**config.mk**
```make
export PLATFORM = sky130hd
export DESIGN_NAME = virt_to_bus_translation_cache
export DESIGN_NICKNAME = d
export VERILOG_FILES = /design/src/rtl/vbtc_pkg.sv /design/src/rtl/vbtc_cam.sv /design/src/rtl/virt_to_bus_translation_cache.sv
export SDC_FILE = /design/constraint.sdc
export NUM_CORES = 1
export LEC_CHECK = 0
export BUFFER_PORTS_ARGS = -buffer_cell sky130_fd_sc_hd__buf_2
export CAP_MARGIN = 0
export CORE_ASPECT_RATIO = 1.2
export CORE_MARGIN = 5
export CORE_UTILIZATION = 23
export DETAILED_ROUTE_END_ITERATION = 6
export SYNTH_ARGS = -nofsm -noshare
export SYNTH_HDL_FRONTEND = slang
export SYNTH_HIERARCHICAL = 1
export SYNTH_SLANG_ARGS = --single-unit
```
**constraint.sdc**
```tcl
create_clock -name clk -period 10.9 [get_ports clk]
set_input_delay 1.09 -clock clk [delete_from_list [all_inputs] [get_ports clk]]
set_output_delay 1.09 -clock clk [all_outputs]
set_load 0.01 [all_outputs]
```
**src/rtl/vbtc_pkg.sv**
```systemverilog
// Package for the virtual-to-bus translation cache.
// Holds action codes, the cache write-control struct and default sizes.
// No dependencies.
package vbtc_pkg;

  localparam int ADDR_W                   = 32;
  localparam int CNT_W                    = 32;
  localparam int DEFAULT_ENTRIES          = 8;
  localparam int DEFAULT_PAGE_OFFSET_BITS = 12;

  typedef enum logic [1:0] {
    ACT_LOOKUP = 2'd0,
    ACT_REFILL = 2'd1,
    ACT_FLUSH  = 2'd2,
    ACT_NOP    = 2'd3
  } action_t;

  typedef struct packed {
    logic refill;
    logic flush;
  } cam_ctrl_t;

endpackage

```
**src/rtl/vbtc_cam.sv**
```systemverilog
// Tag store of the translation cache: valid bits, tags and bus pages,
// parallel tag compare with lowest-index priority. Depends on vbtc_pkg.
module vbtc_cam
  import vbtc_pkg::*;
#(
  parameter int ENTRIES = DEFAULT_ENTRIES,
  parameter int TAG_W   = ADDR_W - DEFAULT_PAGE_OFFSET_BITS,
  parameter int IDX_W   = $clog2(ENTRIES)
) (
  input  logic             clk,
  input  logic             rst,
  input  cam_ctrl_t        ctrl,
  input  logic [IDX_W-1:0] wr_idx,
  input  logic [TAG_W-1:0] wr_tag,
  input  logic [TAG_W-1:0] wr_page,
  input  logic [TAG_W-1:0] lk_tag,
  output logic             lk_hit,
  output logic [TAG_W-1:0] lk_page
);

  logic [ENTRIES-1:0] valid;
  logic [TAG_W-1:0]   tags  [ENTRIES];
  logic [TAG_W-1:0]   pages [ENTRIES];
  logic [ENTRIES-1:0] match;

  always_ff @(posedge clk) begin
    if (rst || ctrl.flush) begin
      valid <= '0;
    end else if (ctrl.refill) begin
      valid[wr_idx] <= 1'b1;
    end
  end

  always_ff @(posedge clk) begin
    if (ctrl.refill) begin
      tags[wr_idx]  <= wr_tag;
      pages[wr_idx] <= wr_page;
    end
  end

  always_comb begin
    for (int i = 0; i < ENTRIES; i++) begin
      match[i] = valid[i] && (tags[i] == lk_tag);
    end
  end

  // first match wins
  always_comb begin
    logic seen;
    seen    = 1'b0;
    lk_page = '0;
    for (int i = 0; i < ENTRIES; i++) begin
      if (match[i] && !seen) begin
        lk_page = pages[i];
      end
      seen = seen | match[i];
    end
    lk_hit = seen;
  end

endmodule

```
**src/rtl/virt_to_bus_translation_cache.sv**
```systemverilog
// Top level of the virtual-to-bus translation cache: input register,
// action decode, counters and result register. Depends on vbtc_pkg, vbtc_cam.
//
// Usage:
//   Request words enter on s_tvalid/s_tready/s_tdata/s_tuser. s_tuser carries
//   the action (lookup, refill, flush, no-op); s_tdata carries the virtual
//   address and the bus address from the external page walk.
//   One result word leaves on m_tvalid/m_tready/m_tdata/m_tuser per request:
//   m_tuser is the hit flag, m_tdata holds bus address and both running
//   totals.
//   Each accepted word sits in the input register, where the tag compare and
//   state update happen, then lands in the result register, which drives
//   m_tvalid. One request per cycle is sustained while the receiver does not
//   stall; the parallel tag compare across all entries is combinational.
//   When the receiver stalls, the result register holds and the input
//   register takes one more word, then s_tready drops until the result moves.
//   Reset (synchronous) invalidates all entries, clears the insert pointer,
//   both counters and both pipeline valid flags. Tags and pages are not reset.
module virt_to_bus_translation_cache
  import vbtc_pkg::*;
#(
  parameter int ENTRIES          = DEFAULT_ENTRIES,
  parameter int PAGE_OFFSET_BITS = DEFAULT_PAGE_OFFSET_BITS
) (
  input  logic        clk,
  input  logic        rst,
  input  logic        s_tvalid,
  output logic        s_tready,
  input  logic [63:0] s_tdata,   // virt_addr[31:0], walk_bus_addr[63:32]
  input  logic [1:0]  s_tuser,   // action[1:0]
  output logic        m_tvalid,
  input  logic        m_tready,
  output logic [95:0] m_tdata,   // xlate_addr[31:0], hit_total[63:32], miss_total[95:64]
  output logic        m_tuser    // hit[0]
);

  localparam int TAG_W = ADDR_W - PAGE_OFFSET_BITS;
  localparam int IDX_W = $clog2(ENTRIES);

  logic              in_valid;
  action_t           in_action;
  logic [ADDR_W-1:0] in_vaddr;
  logic [ADDR_W-1:0] in_walk;

  logic              out_hit;
  logic [ADDR_W-1:0] out_bus;
  logic [CNT_W-1:0]  hit_counter;
  logic [CNT_W-1:0]  miss_counter;
  logic [IDX_W-1:0]  insert_ptr;

  logic              advance;
  cam_ctrl_t         ctrl;
  logic              lk_hit;
  logic [TAG_W-1:0]  lk_page;
  logic              hit_next;
  logic [ADDR_W-1:0] bus_next;

  assign advance  = in_valid && (!m_tvalid || m_tready);
  assign s_tready = !in_valid || advance;

  always_ff @(posedge clk) begin
    if (rst) begin
      in_valid <= 1'b0;
    end else if (s_tready) begin
      in_valid <= s_tvalid;
    end
  end

  always_ff @(posedge clk) begin
    if (s_tvalid && s_tready) begin
      in_action <= action_t'(s_tuser);
      in_vaddr  <= s_tdata[31:0];
      in_walk   <= s_tdata[63:32];
    end
  end

  vbtc_cam #(
    .ENTRIES (ENTRIES),
    .TAG_W   (TAG_W),
    .IDX_W   (IDX_W)
  ) u_cam (
    .clk     (clk),
    .rst     (rst),
    .ctrl    (ctrl),
    .wr_idx  (insert_ptr),
    .wr_tag  (in_vaddr[ADDR_W-1:PAGE_OFFSET_BITS]),
    .wr_page (in_walk[ADDR_W-1:PAGE_OFFSET_BITS]),
    .lk_tag  (in_vaddr[ADDR_W-1:PAGE_OFFSET_BITS]),
    .lk_hit  (lk_hit),
    .lk_page (lk_page)
  );

  always_comb begin
    ctrl     = '0;
    hit_next = 1'b0;
    bus_next = '0;
    case (in_action)
      ACT_LOOKUP: begin
        if (lk_hit) begin
          hit_next = 1'b1;
          bus_next = {lk_page, in_vaddr[PAGE_OFFSET_BITS-1:0]};
        end
      end
      ACT_REFILL: begin
        if (in_walk != '0) begin
          ctrl.refill = advance;
          bus_next    = in_walk;
        end
      end
      ACT_FLUSH: begin
        ctrl.flush = advance;
      end
      default: begin
      end
    endcase
  end

  always_ff @(posedge clk) begin
    if (rst) begin
      insert_ptr   <= '0;
      hit_counter  <= '0;
      miss_counter <= '0;
    end else begin
      if (ctrl.flush) begin
        insert_ptr <= '0;
      end else if (ctrl.refill) begin
        insert_ptr <= (insert_ptr == IDX_W'(ENTRIES - 1)) ? '0 : insert_ptr + 1'b1;
        miss_counter <= miss_counter + 1'b1;
      end
      if (advance && hit_next) begin
        hit_counter <= hit_counter + 1'b1;
      end
    end
  end

  always_ff @(posedge clk) begin
    if (rst) begin
      m_tvalid <= 1'b0;
    end else if (advance) begin
      m_tvalid <= 1'b1;
    end else if (m_tready) begin
      m_tvalid <= 1'b0;
    end
  end

  always_ff @(posedge clk) begin
    if (advance) begin
      out_hit <= hit_next;
      out_bus <= bus_next;
    end
  end

  // counters only change on advance, so they track the held result word
  assign m_tdata = {miss_counter, hit_counter, out_bus};
  assign m_tuser = out_hit;

  a_hit_count: assert property (@(posedge clk) disable iff (rst)
    advance && hit_next |=> hit_counter == $past(hit_counter) + 1'b1)
    else $error("hit counter did not advance on a lookup hit");

  a_counters_hold: assert property (@(posedge clk) disable iff (rst)
    !advance |=> $stable(hit_counter) && $stable(miss_counter))
    else $error("counters changed without an advancing word");

  a_hit_from_lookup: assert property (@(posedge clk) disable iff (rst)
    advance && in_action != ACT_LOOKUP |=> !out_hit)
    else $error("hit flag set for a non-lookup word");

  a_ptr_range: assert property (@(posedge clk) disable iff (rst)
    insert_ptr <= IDX_W'(ENTRIES - 1))
    else $error("insert pointer out of range");

endmodule

```
==> Word level (Yosys, flattened, before mapping) <==
Memory sizes are Yosys's and may differ from the RTL's.
Cells that the tools add are included.
{ "totals": {"in_bits": 70, "register_bits": 176, "mem_bits_rw": 320, "output_inout_bits": 99, "memories": 2} }
{ "mem_list": {"columns": ["name", "depth", "word_bits", "rd", "rd_clocked_by_memory_dff", "write_ports", "line_no", "text"], "rows": [
  ["u_cam.pages", 8, 20, 8, 0, 1, "vbtc_cam.sv:23", "logic [TAG_W-1:0] pages [ENTRIES];"],
  ["u_cam.tags", 8, 20, 8, 0, 1, "vbtc_cam.sv:22", "logic [TAG_W-1:0] tags [ENTRIES];"]
]} }
{ "op_classes": {"n_lt_le_gt_ge": 2, "eq_ne": 11, "mux": 23, "bitwise": 9, "reduce_logical": 36, "addsub": 3} }
{ "op_table": {"columns": ["operator", "n"], "rows": [
  ["20-bit equality test", 8],
  ["20-bit 2-to-1 mux", 8],
  ["32-bit by 1-bit adder with 32-bit output (second input constant)", 2],
  ["32-bit 2-to-1 mux", 2],
  ["32-bit one-hot mux with 2 select lines", 1],
  ["32-bit nonzero test", 1],
  ["1-bit logical AND", 19],
  ["1-bit 2-to-1 mux", 10],
  ["1-bit zero test", 9],
  ["8-bit OR", 1],
  ["1-bit OR", 7],
  ["3-bit by 4-bit < comparator with 1-bit output (second input constant)", 1],
  ["3-bit by 1-bit adder with 3-bit output (second input constant)", 1],
  ["1-bit demux with 3-bit select", 1],
  ["3-bit equality test (second input constant)", 1],
  ["3-bit by 1-bit greater-or-equal comparator with 1-bit output (second input constant)", 1],
  ["1-bit logical OR", 3],
  ["3-bit 2-to-1 mux", 1],
  ["2-bit by 1-bit equality test with 1-bit output (second input constant)", 1],
  ["2-bit equality test (second input constant)", 1],
  ["2-bit zero test", 1],
  ["2-bit AND reduction", 1],
  ["2-bit nonzero test", 1],
  ["2-bit OR reduction", 1],
  ["1-bit inverter", 1]
]} }

==> Longest topological paths before layout <==
{ "depth": {"depth_word": 13, "depth_mapped": 14, "mapped_depth_nobuf": 11} }

==> Hierarchy <==
Netlist, hierarchy kept.
{ "modules_own_cells": {"columns": ["module", "area_each_um2", "n_inst", "cells_each"], "rows": [
  ["vbtc_cam", 13143.9, 1, 783],
  ["virt_to_bus_translation_cache", 6663.9, 1, 548]
]} }

==> Worst setup path before layout <==
No wires, ideal clock.
{ "synth_timing": {"path_kind": "input port to flip-flop", "from": "input port m_tready", "to": "memory u_cam/pages[0][0] (netlist bit) (enable)", "setup_slack_ps": 5670, "required_time_ps": 10411, "setup_ps": 489, "t_arrival_ps": 4740, "stages": 7, "cell_sequence": "nor2b_1 clkbuf_1 nor3_1 o21ai_2 clkinv_1 nand2b_1 nor3_1"} }
{ "synth_lines": {"columns": ["element", "line_no", "text"], "rows": [
  ["start, declared", "virt_to_bus_translation_cache.sv:32", "input logic m_tready,"],
  ["end, declared", "vbtc_cam.sv:23", null]
]} }

==> Worst setup path in the final report <==
{ "layout_timing": {"from": "register in_vaddr[19]", "to": "register hit_counter[11]"} }
{ "layout_via": {"elab_chain_cells": 12, "word_cells_on_any_way": 26, "classes_between": "eq/ne: 8; mux: 2; bitwise: 7; reduce/logical: 9"} }
{ "layout_lines": {"columns": ["element", "line_no", "text"], "rows": [
  ["start, declared", "virt_to_bus_translation_cache.sv:42", "logic [ADDR_W-1:0] in_vaddr;"],
  ["start signal, assigned", "virt_to_bus_translation_cache.sv:72", "in_vaddr <= s_tdata[31:0];"],
  ["20-bit equality test", "vbtc_cam.sv:43", "match[i] = valid[i] && (tags[i] == lk_tag);"],
  ["1-bit logical AND", "vbtc_cam.sv:43", null],
  ["1-bit OR (6 in a row)", "vbtc_cam.sv:56", "seen = seen | match[i];"],
  ["1-bit OR *", "vbtc_cam.sv:56", null],
  ["net lk_hit", "virt_to_bus_translation_cache.sv:53", "logic lk_hit;"],
  ["1-bit 2-to-1 mux *", "virt_to_bus_translation_cache.sv:99", "if (lk_hit) begin"],
  ["1-bit 2-to-1 mux *", "virt_to_bus_translation_cache.sv:97", "case (in_action)"],
  ["1-bit logical AND *", "virt_to_bus_translation_cache.sv:130", "if (advance && hit_next) begin"],
  ["end signal, assigned", "virt_to_bus_translation_cache.sv:131", "hit_counter <= hit_counter + 1'b1;"],
  ["end, declared", "virt_to_bus_translation_cache.sv:47", "logic [CNT_W-1:0] hit_counter;"]
]} }
The timed path passes the listed nets; every way through them passes the cells marked *.
A chain may end at the register's enable or synchronous reset.

==> run summary <==
FF/Latch Area: 14100 sq um
R2R cell count: 12
Num CTS Buffers: 53
Reg-to-reg startpoint: in_vaddr[19]
Commonest cells after routing, fill and taps aside: edfxtp_1 (419), buf_2 (168), xnor2_1 (107)
Crit path buf inv count: 1
Most used flip-flop cell after synthesis: edfxtp_1
Global routing usage on met3: 3.24%
Met2 layer usage reported by global route: 17.5%
Most common cell after layout, fill and taps aside: edfxtp_1
Non-Filler Instances: 2693
Die area: 92100 sq um
Leak Pwr: 7.67 nW
Initial antenna violation count: 8
Crit path max fanout: 40
Flop-to-flop setup slack: 6.19 ns
I/O pin count: 169
Status: complete, no violations
CTS tree: yes
Most common cell on crit path: nand4_1
Tmin final: 4.71 ns
Max-Cap Viols: 0
Capturing point of the worst reg2reg path: hit_counter[11]
Yosys warns: 6
Rows: 118
Worst slew margin: 18.1%
DRC violation count after routing: 0
P&R area growth vs syn: 19.7%
Final Hold Viols: 0
Async SR Flop Fraction: 0%
CP Cell Sequence: xor2_1, nor4_1, nand4_1, or2_1, and3_4, nand4_1, nor3b_4, buf_4, nand4_1, nor4_1, xnor2_1, nor2_1
Routed length per placed instance: 19.6 um
CTS Root Cell: clkbuf_16
GR Layer Usage met1: 14.4%
TritonRoute pass-1 iters: 6
Setup CP Type: flip-flop to flip-flop
Crit path launch type: flip-flop
Post-synth EDFFs: 419
Port Buffers: 168
Detail Route Antenna Nets: 0
Initial Utilization: 23.1%
Clock net sink count: 496
F_max: 0.212 GHz
Gpl congestion: 0.817
Arr. time, crit path: 5.16 ns
Hold_buf cts: 0
Clock skew: 0.0168 ns
Top cell family by delay on the critical path: simple AND/OR/NAND/NOR gates
Largest net degree at the start of global routing: 71
Fillcell total: 8777
Final setup vio count: 0
Fin crit share: 43.2%
Worst Max-Slew Pin Slew: 1.22 ns
WL final: 52700 um
Mapped cell area: 19800 sq um
Yosys reg bits: 496
Vias: 11900
Class of the worst hold path: flip-flop to flip-flop
Reg clk slew, reported paths: 0.06 ns
Via/cell ratio: 4.42
CP Capture Type: flip-flop
Post-CTS resize count: 0
Die Wd: 278 um
Core area: 85900 sq um
Layout cells sized above 1: 19.5%
Global-route wire length before repair: 77200 um
Power Dens Cells: 173 nW/um^2
Crit. Startpoint: in_vaddr[19]
Cell count after synthesis: 1331
Die height: 331 um
Area of the multi-input gates: 5270 sq um
Yosys cell types: 64
Post-layout nets: 1579
Register area share after synthesis: 71.3%
Mapped Nets: 1405
Slowest CP cell: edfxtp_1
Hold path cells: 1
Setup Buffers After CTS: 0
Critical Path Stages: 12
Hold Slack: 0.466 ns
Avg Cell Area, Syn: 14.9 sq um
GRT Overall Usage: 10.8%
Vias in the first global route: 11800
RSZ-0062 raised after global routing: false
Max Buffers Root-to-Sink: 3
CTS H-tree lvls: 2
Final slew viol count: 0
Post-placement cell count: 2590
Post-DP HPWL: 33900 um
Required time worst endpoint: 11.35 ns
Initial DRC Count: 914
Total gr overflow: 0
Worst VDD drop: 0.000139 V
Global-route layer with the greatest usage: met2
Setup TNS: 0 ns
Crit path to: hit_counter[11]
Crit-path max cell delay: 0.88 ns
Worst skew pair latency: 0.60 ns
-- state kept, by name, indices dropped and copies added, names as in the netlist --
signal / flops
u_cam/valid: 8
in_walk: 32
miss_counter: 32
hit_counter: 32
m_tuser: 1
m_tvalid: 1
u_cam/pages: 160
in_valid: 1
in_action: 2
in_vaddr: 32
out_bus: 32
u_cam/tags: 160
insert_ptr: 3
-- power by group --
part	leakage, nW	internal [mW]	switching, mW
clock	0.897	1.11	0.756
combinational	2.31	0.0389	0.0565
sequential	4.47	2.08	0.0475
total	7.67	3.24	0.860
-- cell families (layout without fill, tap and decap cells) --
family                   after synthesis  count (layout)  share of synthesized area, %
flip-flops                           496             496                          71.3
AND/OR/NAND/NOR                      358             358                          9.98
XOR/XNOR                             191             191                          8.45
AO/OA/AOI/OAI                        188             188                          7.21
buffers and inverters                 89             307                          2.55
multiplexers                           5               5                         0.259
adder cells (fa/ha/maj)                4               4                         0.253
other                                  0               4                             0
-- Yosys cell counts (all sizes together), types with 2 or more instances --
library cell,instances,share of area (%)
o21ai,18,0.47
a222oi,13,0.66
nand3,36,1.0
a22oi,8,0.30
o2111ai,2,0.088
and2,6,0.19
a21oi,37,0.93
buf,44,1.7
nand2b,5,0.20
or3,20,0.63
a22o,35,1.5
inv,22,0.42
o211ai,3,0.14
nor2b,17,0.54
o22a,4,0.18
or2,5,0.17
or4,17,0.64
clkbuf,22,0.42
a311oi,4,0.21
xor2,84,3.7
nor4,47,1.7
nor2,84,1.6
ha,4,0.25
and4,8,0.35
edfxtp,419,64
nand2,42,0.80
a211oi,11,0.51
a2111oi,3,0.15
and3,5,0.18
a221oi,16,0.71
dfxtp,77,7.8
mux2i,4,0.20
xnor2,107,4.7
nor3,27,0.73
nand4,37,1.2
o21a,8,0.30
o31ai,23,0.87
-- how the worst min path moves through the flow --
| stage | start | end | slack [ns] |
|---|---|---|---|
| after detailed placement | u_cam/valid[6] | u_cam/valid[6] | 0.45 |
| after floorplan | u_cam/valid[1] | u_cam/valid[1] | 0.43 |
| final | u_cam/valid[3] | u_cam/valid[3] | 0.47 |
| after CTS | u_cam/valid[3] | u_cam/valid[3] | 0.47 |
| after global placement | u_cam/valid[3] | u_cam/valid[3] | 0.44 |
| after global routing | u_cam/valid[6] | u_cam/valid[6] | 0.48 |
-- through the flow --
| step | power (mW) | setup slack, ns | instance area (sq um) | util [%] |
|---|---|---|---|---|
| floorplan | 2.21 | 5.67 | 19800 | - |
| global placement | 2.27 | 6.22 | 21900 | 25.5 |
| detailed placement | 2.27 | 6.19 | 21900 | 25.5 |
| finish | 4.10 | 6.19 | 23700 | 27.6 |
| CTS | 4.14 | 6.19 | 23700 | 27.6 |
| global route | 4.23 | 5.67 | 23700 | 27.6 |
-- area by class of cell --
type                       instances  share of cell area [%]
sequential                       496                    59.6
multi-input combinational        746                    22.2
clock buffer                      70                    6.29
tap                             1140                    6.01
timing repair buffer             185                    4.08
clock inverter                    29                    1.45
inverter                          23                   0.364
antenna                            4                  0.0422
-- routing by layer --
layer  routed length, um  share of wire, %
met1               22400                42
met2               24600                47
met3                4740               9.0
met4                 934               1.8
met5                  21             0.040
(Power assumes the default switching activity.)
